==> config.mk <==
export PLATFORM = sky130hd
export DESIGN_NAME = name_list_token_match
export DESIGN_NICKNAME = d
export VERILOG_FILES = /design/src/nltm_pkg.sv /design/src/name_list_token_match.sv
export SDC_FILE = /design/constraint.sdc
export NUM_CORES = 1
export LEC_CHECK = 0
export BUFFER_PORTS_ARGS = -buffer_cell sky130_fd_sc_hd__buf_2
export CAP_MARGIN = 0
export CORE_MARGIN = 5
export CORE_UTILIZATION = 52
export CTS_BUF_LIST = sky130_fd_sc_hd__clkbuf_16
export CTS_CLUSTER_DIAMETER = 80
export CTS_CLUSTER_SIZE = 24
export DETAILED_ROUTE_END_ITERATION = 8
export HOLD_SLACK_MARGIN = 0.03
export PLACE_DENSITY_LB_ADDON = 0.12
export SYNTH_ARGS = -nofsm -noshare
export SYNTH_HDL_FRONTEND = slang
export SYNTH_SLANG_ARGS = --single-unit
export TNS_END_PERCENT = 1
==> constraint.sdc <==
create_clock -name i_clk -period 5.91 [get_ports i_clk]
set_input_delay 0.2955 -clock i_clk [delete_from_list [all_inputs] [get_ports i_clk]]
set_output_delay 0.2955 -clock i_clk [all_outputs]
set_load 0.02 [all_outputs]
==> src/nltm_pkg.sv <==
// ----------------------------------------------------------------------------
// nltm_pkg
// Shared widths, register indexes and constants of the name list token match.
// ----------------------------------------------------------------------------
package nltm_pkg;

    localparam int MAX_TOKEN_BYTES = 32;
    localparam int BYTE_W          = 8;
    localparam int POS_W           = 6;
    localparam int CFG_IDX_W       = 3;
    localparam int CFG_DATA_W      = 64;
    localparam int BYTES_PER_WORD  = CFG_DATA_W / BYTE_W;
    localparam int WORD_SHIFT      = $clog2(BYTES_PER_WORD);

    localparam logic [BYTE_W-1:0] LIST_SEP = 8'h2C;

    // Configuration register indexes
    localparam logic [CFG_IDX_W-1:0] REG_TOKEN_LENGTH  = 3'd0;
    localparam logic [CFG_IDX_W-1:0] REG_TOKEN_BYTES_0 = 3'd1;

endpackage

==> src/name_list_token_match.sv <==
// ----------------------------------------------------------------------------
// name_list_token_match
// Reports whether any comma-separated item of a byte stream equals a token.
// ----------------------------------------------------------------------------
// The block takes one list byte per transaction on s_axis and returns one
// result per list on m_axis (token_found in bit 0 of tdata) when the list ends,
// either on a byte with tlast or on a transaction with the empty-list flag in
// tuser. It sustains one byte per clock cycle while no result waits on a stalled
// m_axis; a result passes through the input register and then the result register
// around the single compare-and-update stage. The token (length and up to
// MAX_TOKEN_BYTES bytes) must be written through the cfg port while the stream is
// idle; the block itself does not enforce this. A zero length never matches.
module name_list_token_match #(
    parameter int MAX_TOKEN_BYTES = nltm_pkg::MAX_TOKEN_BYTES
) (
    input  logic                           i_clk,
    input  logic                           i_rst_n,
    // configuration write channel
    input  logic                           i_cfg_valid,
    output logic                           o_cfg_ready,
    input  logic [nltm_pkg::CFG_IDX_W-1:0] i_cfg_index,
    input  logic [nltm_pkg::CFG_DATA_W-1:0] i_cfg_data,
    // list byte stream
    input  logic                           s_axis_tvalid,
    output logic                           s_axis_tready,
    input  logic [7:0]                     s_axis_tdata,  // [7:0] list_byte
    input  logic                           s_axis_tlast,  // is_last
    input  logic                           s_axis_tuser,  // [0] is_empty_list
    // result stream
    output logic                           m_axis_tvalid,
    input  logic                           m_axis_tready,
    output logic [7:0]                     m_axis_tdata   // [0] token_found
);
    import nltm_pkg::*;

    localparam int IDX_W = (MAX_TOKEN_BYTES > 1) ? $clog2(MAX_TOKEN_BYTES) : 1;

    // token configuration
    logic [POS_W-1:0]                        r_tok_len;
    logic [MAX_TOKEN_BYTES-1:0][BYTE_W-1:0]  r_token;
    logic                                    cfg_we;

    // input register
    logic              r_in_valid;
    logic [BYTE_W-1:0] r_in_byte;
    logic              r_in_last;
    logic              r_in_empty;

    // list state
    logic [POS_W-1:0]  r_pos;
    logic              r_match;
    logic              r_hit;
    logic [POS_W-1:0]  n_pos;
    logic              n_match;
    logic              n_hit;
    logic              n_found;

    // result register
    logic              r_out_valid;
    logic              r_out_found;

    logic              len_usable;
    logic              in_result;
    logic              out_free;
    logic              in_go;
    logic              s_take;
    logic [BYTE_W-1:0] tok_byte;
    logic [POS_W-1:0]  mid_pos;
    logic              mid_match;
    logic              mid_hit;

    assign o_cfg_ready = 1'b1;
    assign cfg_we      = i_cfg_valid;

    always_ff @(posedge i_clk) begin
        if (!i_rst_n) begin
            r_tok_len <= '0;
            r_token   <= '0;
        end else if (cfg_we) begin
            if (i_cfg_index == REG_TOKEN_LENGTH) begin
                r_tok_len <= i_cfg_data[POS_W-1:0];
            end
            for (int k = 0; k < MAX_TOKEN_BYTES; k++) begin
                if (i_cfg_index == CFG_IDX_W'(int'(REG_TOKEN_BYTES_0) + (k >> WORD_SHIFT)))
                begin
                    r_token[k] <= i_cfg_data[(k % BYTES_PER_WORD)*BYTE_W +: BYTE_W];
                end
            end
        end
    end

    // handshake: the input register drains unless its result has nowhere to go
    assign in_result     = r_in_empty || r_in_last;
    assign out_free      = !r_out_valid || m_axis_tready;
    assign in_go         = r_in_valid && (!in_result || out_free);
    assign s_axis_tready = !r_in_valid || in_go;
    assign s_take        = s_axis_tvalid && s_axis_tready;

    always_ff @(posedge i_clk) begin
        if (!i_rst_n) begin
            r_in_valid <= 1'b0;
        end else if (s_take) begin
            r_in_valid <= 1'b1;
        end else if (in_go) begin
            r_in_valid <= 1'b0;
        end
    end

    always_ff @(posedge i_clk) begin
        if (s_take) begin
            r_in_byte  <= s_axis_tdata;
            r_in_last  <= s_axis_tlast;
            r_in_empty <= s_axis_tuser;
        end
    end

    assign len_usable = (r_tok_len != '0) &&
                        ({1'b0, r_tok_len} <= (POS_W+1)'(MAX_TOKEN_BYTES));
    assign tok_byte   = r_token[r_pos[IDX_W-1:0]];

    always_comb begin
        mid_pos   = r_pos;
        mid_match = r_match;
        mid_hit   = r_hit;
        // a separator closes the current item
        if (r_in_byte == LIST_SEP) begin
            if (len_usable && r_match && r_pos == r_tok_len) begin
                mid_hit = 1'b1;
            end
            mid_pos   = '0;
            mid_match = 1'b1;
        end else if (r_match) begin
            if (len_usable && r_pos < r_tok_len && r_in_byte == tok_byte) begin
                mid_pos = POS_W'(r_pos + 1'b1);
            end else begin
                mid_match = 1'b0;
            end
        end

        n_pos   = mid_pos;
        n_match = mid_match;
        n_hit   = mid_hit;
        n_found = 1'b0;
        if (r_in_empty) begin
            n_pos   = '0;
            n_match = 1'b1;
            n_hit   = 1'b0;
        end else if (r_in_last) begin
            // close the final item, report, then clear
            n_found = mid_hit || (len_usable && mid_match && mid_pos == r_tok_len);
            n_pos   = '0;
            n_match = 1'b1;
            n_hit   = 1'b0;
        end
    end

    always_ff @(posedge i_clk) begin
        if (!i_rst_n) begin
            r_pos   <= '0;
            r_match <= 1'b1;
            r_hit   <= 1'b0;
        end else if (in_go) begin
            r_pos   <= n_pos;
            r_match <= n_match;
            r_hit   <= n_hit;
        end
    end

    always_ff @(posedge i_clk) begin
        if (!i_rst_n) begin
            r_out_valid <= 1'b0;
        end else if (in_go && in_result) begin
            r_out_valid <= 1'b1;
        end else if (m_axis_tready) begin
            r_out_valid <= 1'b0;
        end
    end

    always_ff @(posedge i_clk) begin
        if (in_go && in_result) begin
            r_out_found <= n_found;
        end
    end

    assign m_axis_tvalid = r_out_valid;
    assign m_axis_tdata  = {7'd0, r_out_found};

endmodule

; Yosys cells after proc, flatten, opt, wreduce, memory -nomap -nowiden
; Index checks and enable logic that the tools add are counted.
[word_totals]
regBits = 283
latchBits = 0
mem_bits_rw = 0
mem_bits_ro = 0
output_inout_bits = 11
word_cells = 103
mem_count = 0
[op_classes]
n_addsub = 1
multipliers = 0
div = 0
magnitude_cmp = 3
eq_ne = 8
shift = 0
muxes = 20
n_bitwise = 1
reduce_logical = 28
[op_table]
columns = op, n
row1 = binary-select mux 8 bit (select 5 bit), 1
row2 = two-way mux 6 bit, 5
row3 = two-way mux 1 bit, 13
row4 = == test 6 bit, 2
row5 = logical AND 1 bit, 10
row6 = AND reduction 2 bit, 5
row7 = == test 8 x 6 -> 1 bit (second input constant), 1
row8 = == test 8 bit, 1
row9 = two-way mux 8 bit, 1
row10 = adder 6 x 1 -> 6 bit (second input constant), 1
row11 = == test 3 x 2 -> 1 bit (second input constant), 2
row12 = less-or-equal comparator 6 bit (second input constant), 1
row13 = less-than comparator 5 x 6 -> 1 bit (second input constant), 1
row14 = less-than comparator 6 bit, 1
row15 = nonzero test 6 bit, 1
row16 = logical OR 1 bit, 5
row17 = nonzero test 2 bit, 2
row18 = == test 3 x 1 -> 1 bit (second input constant), 1
row19 = == test 3 bit (second input constant), 1
row20 = zero test 1 bit, 3
row21 = zero test 3 bit, 1
row22 = OR reduction 2 bit, 1
row23 = NOT 1 bit, 1

; Depth between registers and ports, before layout
; Gate-level depths: netlist of run 1.
[depth]
depth_word = 10
mapped_depth = 15
ltp_nobuf = 11

; Worst setup path after synthesis of run 1
; No wires, ideal clock.
[synth_timing]
path_kind = flip-flop to flip-flop
from = register r_pos[0]
to = register r_out_found, data pin
arrival_ps = 2786
required_ps = 5734
path_slack_ps = 2948
stages_incl_launch_ff = 11
n_path_buf = 2
synth_period_minus_slack_ps = 2962
cell_sequence = dfxtp_1 buf_6 buf_6 mux4_2 a211o_1 o22ai_1 xnor2_1 nand4_4 a2111oi_4 o221ai_1 o32ai_1
[synth_between]
elab_chain_cells = 10
[synth_rtl]
columns = item, line
row1 = "start, declared", name_list_token_match.sv:50  ; logic [POS_W-1:0] r_pos;
row2 = "start signal, assigned", name_list_token_match.sv:163  ; r_pos <= n_pos;
row3 = binary-select mux 8 bit (select 5 bit), name_list_token_match.sv:119  ; assign tok_byte = r_token[r_pos[IDX_W-1:0]];
row4 = two-way mux 8 bit (not written as such), name_list_token_match.sv:119
row5 = == test 8 bit, name_list_token_match.sv:133  ; if (len_usable && r_pos < r_tok_len && r_in_byte == tok_byte) begin
row6 = logical AND 1 bit, name_list_token_match.sv:133
row7 = two-way mux 6 bit or two-way mux 1 bit (tied branches), name_list_token_match.sv:133
row8 = two-way mux 6 bit or two-way mux 1 bit (tied branches), name_list_token_match.sv:132  ; end else if (r_match) begin
row9 = two-way mux 6 bit or two-way mux 1 bit (tied branches), name_list_token_match.sv:126  ; if (r_in_byte == LIST_SEP) begin
row10 = == test 6 bit or logical AND 1 bit (tied branches), name_list_token_match.sv:150  ; n_found = mid_hit || (len_usable && mid_match && mid_pos == r_tok_len);
row11 = logical AND 1 bit, name_list_token_match.sv:150
row12 = logical OR 1 bit (*), name_list_token_match.sv:150
row13 = "end signal, assigned", name_list_token_match.sv:181  ; r_out_found <= n_found;
row14 = "end, declared", name_list_token_match.sv:60  ; logic r_out_found;
; Mark *: on every way between the ends. The rest lies on a longest branch, timed or not. The select of a mux whose other input is x is not followed.
; A chain may end at the register's enable or synchronous reset.

; Worst setup path in the final report of run 1
; Same ends and word-level chain as after synthesis.

==> results.txt, run 1 <==
Mean Syn Cell Area: 8.78 um^2
CP max stage cell: dfxtp_4
Initial antenna violation count: 2
Htree depth: 1
Number of synthesized flops with an enable pin: 11
Worst-skew pair later-pin latency: 0.51 ns
Mapped Cells: 1531
GRT Total Usage: 27.2%
Crit-path max FO: 44
Layout Area Growth over Synthesis: 8.10%
WHS Path Cells: 3
CTS resizes: 0
RR Endpoint: r_out_found
DR vias: 11.0k
Period utilisation layout: 64.0%
Ys async rst share: 0%
Synth Flop Type: dfxtp_1
Iter 0 DRT Violations: 983
Worst R2R Path Depth: 9
Fin. max-slew vios: 0
Chip height: 171 um
DR vias/cell: 5.85
Post-Place Setup Slack: 2.12 ns
Arrival time at the worst endpoint: 4.09 ns
Gr ovfl total: 0
WHS Endpoint: r_in_valid
Netlist cell types: 75
Synth Cell Area: 0.0134 mm^2
Clk sink count: 283
#FFs+latches synth: 283
Reg2Reg Setup Slack: 2.13 ns
IO Count: 93
Startpoint Class: register
Post-Route WL: 39.9 mm
Fin nets: 1636
Detailed placement HPWL: 26.4 mm
Critical Path, Cell by Cell: buf_12 -> mux4_2 -> a22oi_1 -> nand4_1 -> xnor2_2 -> nand4_4 -> a2111oi_4 -> o221ai_1 -> o32ai_1
DRC Markers: 0
Fin area: 0.0145 mm^2
# fillers: 2313
Clock Skews: 0.0241 ns
Vias in the first global route: 10.4k
Root Driver: clkbuf_16
Min cycle time layout: 3.78 ns
Crit path required time: 6.22 ns
Largest net degree at the start of global routing: 140
Worst slew pin tran: 1.16 ns
Clock tree buffer depth: 3
LEAKAGE: 4.77 nW
CP Class: register to register
Hold_sp: s_axis_tvalid
Synth warn: 0
Layout Utilization: 57.4%
Initial Utilization: 53.1%
Max-cap viol count: 0
Layout cells sized above 1: 12.3%
Crit path setup slack, layout: 2.13 ns
Per-cell routed wire length: 21.2 um
Total CTS buffers: 17
Final hold vios: 0
Clk slew on worst S/H paths: 0.08 ns
Fmax: 264 MHz
Core Rows: 58
Critical Path Max Stage Delay: 0.86 ns
Core area: 0.0253 mm^2
HP Class: input pin to register
Max VDD drop: 0.000232 V
Status: completed
Endpoint type of the worst setup path: register
Crit. Startpoint: r_pos[0]
Die Width: 171 um
Setup tns final: 0 ns
Seq/Total Area, Yosys: 43.0%
Hold Slack: 0.0471 ns
Relative slew margins: 22.8%
Die area: 0.0292 mm^2
RePlAce Congestion: 0.905
RSZ-0062 raised after global routing: false
Global-route wire length before repair: 61.8 mm
Setup violators final: 0
IO buf count: 84
Dpl cell area: 0.0139 mm^2
TritonCTS clock tree: yes
DRT Pass-1 Iters: 5
Pwr Density: 242 mW/mm^2
DRT antenna net count: 0
Critical R2R Launch: r_pos[0]
[cell usage after synthesis (all sizes together) (13+ instances only)]
library cell,instances,area (um^2)
nand2,533,2000
dfxtp,272,5450
a21boi,257,1930
clkbuf,87,327
mux4,45,1030
mux2i,39,390
buf,33,246
nor2,30,113
a21oi,21,105
a22oi,15,113
nor2b,15,93.8
nand3,14,82.6
nor3,13,76.3
[repair_timing]
action                    4_1_cts  5_1_grt
buffers inserted                0        0
hold buffers                   10        0
hold endpoints to repair       10        0
[sequential cells by signal (all words and copies together), names as in the netlist]
| name | flops |
|---|---|
| r_token | 256 |
| r_in_byte | 8 |
| r_pos | 6 |
| r_tok_len | 6 |
| m_axis_tvalid | 1 |
| r_hit | 1 |
| r_in_empty | 1 |
| r_in_last | 1 |
| r_in_valid | 1 |
| r_match | 1 |
| r_out_found | 1 |
[placed cells by master (no fill, tap or decap), types with 12 or more instances in the layout]
master	netlist	routed
dfxtp_1	272	269
clkbuf_16	0	17
nand2_1	533	533
a21boi_0	256	256
buf_4	14	16
a22oi_1	15	15
nor2_1	30	28
buf_2	12	83
nor2b_1	15	15
mux4_2	40	40
nor3_1	12	12
a21oi_1	21	21
inv_1	11	12
mux2i_1	39	39
[metrics by stage]
stage               instances  power [mW]
global route             1883        3.65
detailed placement       1848        2.28
CTS                      1883        3.54
floorplan                1537        2.17
global placement         1848        2.28
finish                   1884        3.52
[worst max-delay path, delay by kind of cell, from the launching register on]
| kind | cells | cell delay [ns] |
|---|---|---|
| flops | 1 | 0.86 |
| compound gates | 4 | 1.01 |
| mux | 1 | 0.55 |
| buf+inv | 1 | 0.34 |
| xor+xnor | 1 | 0.31 |
| simple gates | 2 | 0.47 |
[cell families (layout without fill, tap and decap cells)]
| family | count (synthesis) | after routing | synth area share, % |
|---|---|---|---|
| simple gates | 662 | 662 | 20.6 |
| buf+inv | 132 | 148 | 4.60 |
| compound gates | 354 | 354 | 19.8 |
| flops | 283 | 283 | 43.0 |
| other cells | 2 | 9 | 0.0559 |
| fa+ha+maj | 7 | 7 | 0.651 |
| xor+xnor | 5 | 5 | 0.577 |
| mux | 86 | 86 | 10.7 |
[power by group]
group / switching [mW] / internal (mW) / total [mW]
clock: 0.689 / 0.588 / 1.28
combinational: 0.160 / 0.0966 / 0.256
sequential: 0.0285 / 1.96 / 1.99
total: 0.877 / 2.64 / 3.52
[worst max-delay path by stage]
stage	depth (start not counted)	end	slack [ns]
after global routing	9	r_out_found	1.92
final	9	r_out_found	2.13
after CTS	9	r_out_found	2.10
after floorplan	10	r_out_found	2.95
after global placement	9	r_out_found	2.19
after detailed placement	9	r_out_found	2.12
[layer usage]
| metal | vias to the layer above | routed length [um] | share of wire (%) | GRT usage (%) |
|---|---|---|---|---|
| met3 | 78 | 2350 | 5.9 | 3.56 |
| met2 | 336 | 18800 | 47 | 44.6 |
| li1 | 5248 | - | - | - |
| met4 | 2 | 1700 | 4.3 | 9.86 |
| met1 | 5351 | 17000 | 43 | 37.0 |
| met5 | - | 7 | 0.018 | 0 |
[final cells by class]
cell class	instances	area (um^2)	area share (%)
clock buffer	17	425	2.93
tap	330	413	2.84
clock inverter	8	97.6	0.671
antenna	1	2.50	0.0172
inverter	12	45.0	0.310
timing repair buffer	111	667	4.59
sequential	283	5780	39.8
multi-input combinational	1122	7100	48.9
(Power assumes the default switching activity.)
==> run 2, diff against run 1 <==
==> constraint.sdc (replaced) <==
create_clock -name i_clk -period 3.2 [get_ports i_clk]
set_input_delay 0.16 -clock i_clk [delete_from_list [all_inputs] [get_ports i_clk]]
set_output_delay 0.16 -clock i_clk [all_outputs]
set_load 0.02 [all_outputs]
==> run 2 against run 1 <==
Effect of this change:
- flip-flop and latch count unchanged
- largest cell class unchanged
- critical endpoint unchanged
- global-route usage increased by 1.4 points
- core utilization increased by 6.3 points
- critical path depth increased by 4
==> results.txt, run 2 (same netlist as run 1, synthesis figures left out) <==
Gr ovfl total: 0
LEAKAGE: 5.52 nW
Chip height: 171 um
Fin nets: 1773
Reg area: 0.00578 mm^2
# fillers: 2189
Clk slew on worst S/H paths: 0.09 ns
Min cycle time layout: 3.15 ns
Status: completed
RR Endpoint: r_out_found
Relative slew margins: 38.7%
CP Class: register to register
WHS Path Cells: 4
Most flops, register: r_token
Clock tree buffer depth: 3
Largest net degree at the start of global routing: 139
Layout Area Growth over Synthesis: 20.0%
Crit path required time: 3.52 ns
DR vias: 11.6k
IO Count: 93
Commonest non-fill, non-tap cell in the layout: nand2_1
Max-cap viol count: 0
Fin. max-slew vios: 0
DR vias/cell: 5.77
Post-Route WL: 42.6 mm
Period utilisation layout: 98.5%
Largest register FFs: 256
Leading registers by flop count: r_token (256), r_in_byte (8)
Total CTS buffers: 16
Clock Skews: 0.0327 ns
Iter 0 DRT Violations: 944
Htree depth: 1
Hold_sp: i_cfg_index[1]
Fmax: 317 MHz
Arrival time at the worst endpoint: 3.47 ns
Endpoint type of the worst setup path: register
Crit-path max FO: 7
Die area: 0.0292 mm^2
Number of diodes: 0
Critical R2R Launch: r_pos[0]
DRC Markers: 0
Root Driver: clkbuf_16
Worst R2R Path Depth: 13
Final hold vios: 0
Die Width: 171 um
RePlAce Congestion: 0.884
Worst-skew pair later-pin latency: 0.52 ns
Max VDD drop: 0.000399 V
Setup violators final: 0
Layout Utilization: 63.7%
WHS Endpoint: r_token[19]
DRT Pass-1 Iters: 5
Per-cell routed wire length: 21.1 um
Startpoint Class: register
TritonCTS clock tree: yes
Pwr Total: 6.53 mW
Clk sink count: 283
GRT Total Usage: 28.6%
Global-route wire length before repair: 65.6 mm
Initial antenna violation count: 0
IO buf count: 84
Layout cells sized above 1: 17.2%
Most frequent cells in the layout: 532 x nand2_1, 269 x dfxtp_1, 256 x a21boi_0
Worst slew pin tran: 0.919 ns
Detailed placement HPWL: 29.0 mm
Core Rows: 58
Vias in the first global route: 11.0k
DRT antenna net count: 0
Reg2Reg Setup Slack: 0.05 ns
Core area: 0.0253 mm^2
Initial Utilization: 53.1%
Area of the multi-input gates: 0.00727 mm^2
Pwr Density: 405 mW/mm^2
HP Class: input pin to register
## run 2: repair_timing
action | CTS | global route
pin swaps | 1 | 31
endpoints found under the hold margin | 265 | 0
gates resized for setup | 1 | 45
setup endpoints to repair | 5 | 7
setup buffers | 3 | 16
cloned | 0 | 2
hold buffers | 75 | 0
## run 2: area by class of cell
type                            instances  share of cell area [%]
Tap cell                              330                    2.56
Timing Repair Buffer                  249                    13.2
Multi-Input combinational cell       1122                    45.0
Clock inverter                          6                   0.411
Inverter                               12                   0.279
Clock buffer                           17                    2.64
Sequential cell                       283                    35.8
## run 2: worst max-delay path: stages (launching register included)
cell and delay (ns):
dfxtp_4 0.38, buf_12 0.15, buf_6 0.10, mux4_2 0.49, a22o_1 0.22, a2111o_1 0.33
buf_4 0.15, a21bo_1 0.21, and2_4 0.16, buf_4 0.12, nand4_1 0.11, o211ai_1 0.10
nor3b_2 0.17, o32ai_1 0.27
## run 2: worst max path at each step
stage	start	endpoint	slack [ns]	cells past startpoint
2_1_floorplan	r_pos[0]	r_out_found	0.24	10
3_3_place_gp	r_pos[0]	r_out_found	0.02	10
3_5_place_dp	r_pos[0]	r_pos[3]	-0.02	12
4_1_cts	r_pos[0]	r_out_found	0.004	9
5_1_grt	r_pos[0]	r_out_found	-0.07	11
6_report	r_pos[0]	r_out_found	0.05	13
## run 2: stage by stage
stage               cell area [um^2]  instances  hold slack, ns  setup WS, ns  TNS [ns]
finish                         16100       2019           0.109        0.0490         0
global route                   16100       2019           0.131       -0.0679    -0.244
CTS                            15700       2001           0.113       0.00351         0
detailed placement             14400       1900           0.339       -0.0156   -0.0242
global placement               14400       1900           0.336        0.0190         0
floorplan                      13500       1537           0.259         0.238         0
## run 2: per-layer routing
layer  share of wire, %  global-route usage, %
met4                3.0                   7.88
met3                6.2                   4.11
met5                  0                      0
met2                 49                   48.7
met1                 42                   38.2
## run 2: power by group
| group | internal, mW | switching (mW) |
|---|---|---|
| Clock | 1.06 | 1.23 |
| Combinational | 0.247 | 0.315 |
| Sequential | 3.62 | 0.0560 |
==> run 3, diff against run 2 <==
--- a/config.mk
+++ b/config.mk
@@ -5,7 +5,7 @@
 export SDC_FILE = /design/constraint.sdc
 export NUM_CORES = 1
 export LEC_CHECK = 0
-export BUFFER_PORTS_ARGS = -buffer_cell sky130_fd_sc_hd__buf_2
+export BUFFER_PORTS_ARGS = -buffer_cell sky130_fd_sc_hd__buf_4
 export CAP_MARGIN = 0
 export CORE_MARGIN = 5
 export CORE_UTILIZATION = 52
==> run 3 against run 2 <==
Effect of this change:
- via count barely moved
- register-to-register slack better by 0.04 ns
- core utilization increased by 0.11 points
- hold slack about the same
==> results.txt, run 3 (same netlist as run 1, synthesis figures left out) <==
Core area: 0.0253 mm^2
RSZ-0062 raised after global routing: false
Total CTS buffers: 17
DRT antenna net count: 0
Core Rows: 58
Number of diodes: 0
Crit path required time: 3.51 ns
Root Driver: clkbuf_16
# fillers: 2200
Status: completed
TritonCTS clock tree: yes
Gr ovfl total: 0
Die area: 0.0292 mm^2
Clock Skews: 0.0150 ns
Area of the multi-input gates: 0.00720 mm^2
Worst-skew pair later-pin latency: 0.50 ns
Period utilisation layout: 97.2%
Global-route wire length before repair: 64.3 mm
Htree depth: 1
IO buf count: 84
Dpl cell area: 0.0145 mm^2
Commonest non-fill, non-tap cell in the layout: nand2_1
Clk slew on worst S/H paths: 0.09 ns
Fin area: 0.0162 mm^2
Placed Cells incl. Taps: 1893
DRT Pass-1 Iters: 5
LEAKAGE: 5.53 nW
HP Class: input pin to register
Clock tree buffer depth: 3
Min cycle time layout: 3.11 ns
Most flops, register: r_token
Fmax: 322 MHz
Layout Utilization: 63.8%
Max VDD drop: 0.000390 V
Max-cap viol count: 0
Layout Area Growth over Synthesis: 20.2%
Startpoint Class: register
Worst slew pin tran: 0.912 ns
GRT Total Usage: 28.0%
Largest register FFs: 256
Largest net degree at the start of global routing: 132
Post-Route WL: 42.1 mm
Leading registers by flop count: r_token (256), r_in_byte (8)
DRC Markers: 0
Initial antenna violation count: 0
Reg area: 0.00579 mm^2
Iter 0 DRT Violations: 995
RePlAce Congestion: 0.902
Non-Filler Instances: 2015
CP Class: register to register
Per-cell routed wire length: 20.9 um
Arrival time at the worst endpoint: 3.42 ns
Fin. max-slew vios: 0
Most frequent cells in the layout: 533 x nand2_1, 268 x dfxtp_1, 256 x a21boi_0
DR vias/cell: 5.78
Setup violators final: 0
Detailed placement HPWL: 28.2 mm
Initial Utilization: 53.1%
Fin nets: 1769
Final hold vios: 0
Pwr Density: 405 mW/mm^2
Endpoint type of the worst setup path: register
Relative slew margins: 39.2%
Pwr Total: 6.55 mW
IO Count: 93
Die Width: 171 um
Layout cells sized above 1: 16.3%
Chip height: 171 um
DR vias: 11.6k
Clk sink count: 283
Vias in the first global route: 11.0k
Crit-path max FO: 5
[run 3: report_power, final]
group | switching [mW] | internal (mW) | total (mW)
combinational | 0.316 | 0.273 | 0.589
clock | 1.27 | 1.01 | 2.28
sequential | 0.0553 | 3.62 | 3.68
[run 3: stage by stage]
step	setup TNS (ns)	worst slack, ns	hold slack (ns)
after floorplan	0	0.238	0.259
after global placement	-0.364	-0.0855	0.339
after detailed placement	-0.451	-0.107	0.340
after CTS	0	0.0186	0.0936
after global routing	0	0.00343	0.112
final	0	0.0901	0.109
[run 3: cell type report]
type / count / area share (%)
multi-input combinational: 1122 / 44.5
sequential: 283 / 35.8
timing repair buffer: 244 / 13.7
clock buffer: 17 / 2.63
tap: 330 / 2.55
clock inverter: 7 / 0.449
inverter: 12 / 0.279
[run 3: per-layer routing]
layer	track usage [%]	up-vias	share of wire (%)
met5	0	-	0
met4	9.31	0	4.1
met3	2.77	93	5.5
met2	47.3	424	48
met1	38.0	5609	43
li1	-	5516	-
[run 3: timing repair]
| item | CTS | global route |
|---|---|---|
| resized for setup | 4 | 29 |
| gates cloned | 0 | 1 |
| hold buffers | 75 | 0 |
| buffers inserted | 0 | 23 |
| pin swaps | 0 | 14 |
| setup endpoints to repair | 6 | 7 |
| endpoints found under the hold margin | 272 | 0 |
[run 3: worst paths after layout]
path | from | endpoint | slack, ns | depth (start not counted)
max | r_pos[0] | r_out_found | 0.09 | 12
min | i_cfg_index[1] | r_token[39] | 0.11 | 4
max reg2reg | r_pos[0] | r_out_found | 0.09 | 12
min reg2reg | r_token[253] | r_token[253] | 0.46 | 2
[run 3: worst max-delay path, cell delays in order, from the launching register on]
cell and delay, ns:
dfxtp_4 0.41, buf_12 0.15, buf_12 0.10, buf_4 0.10, mux4_2 0.48, a22oi_1 0.29
and3_1 0.21, nor3_1 0.06, and2b_1 0.26, nand4_4 0.13, nor4_1 0.33, o221ai_1 0.15
o32ai_1 0.26
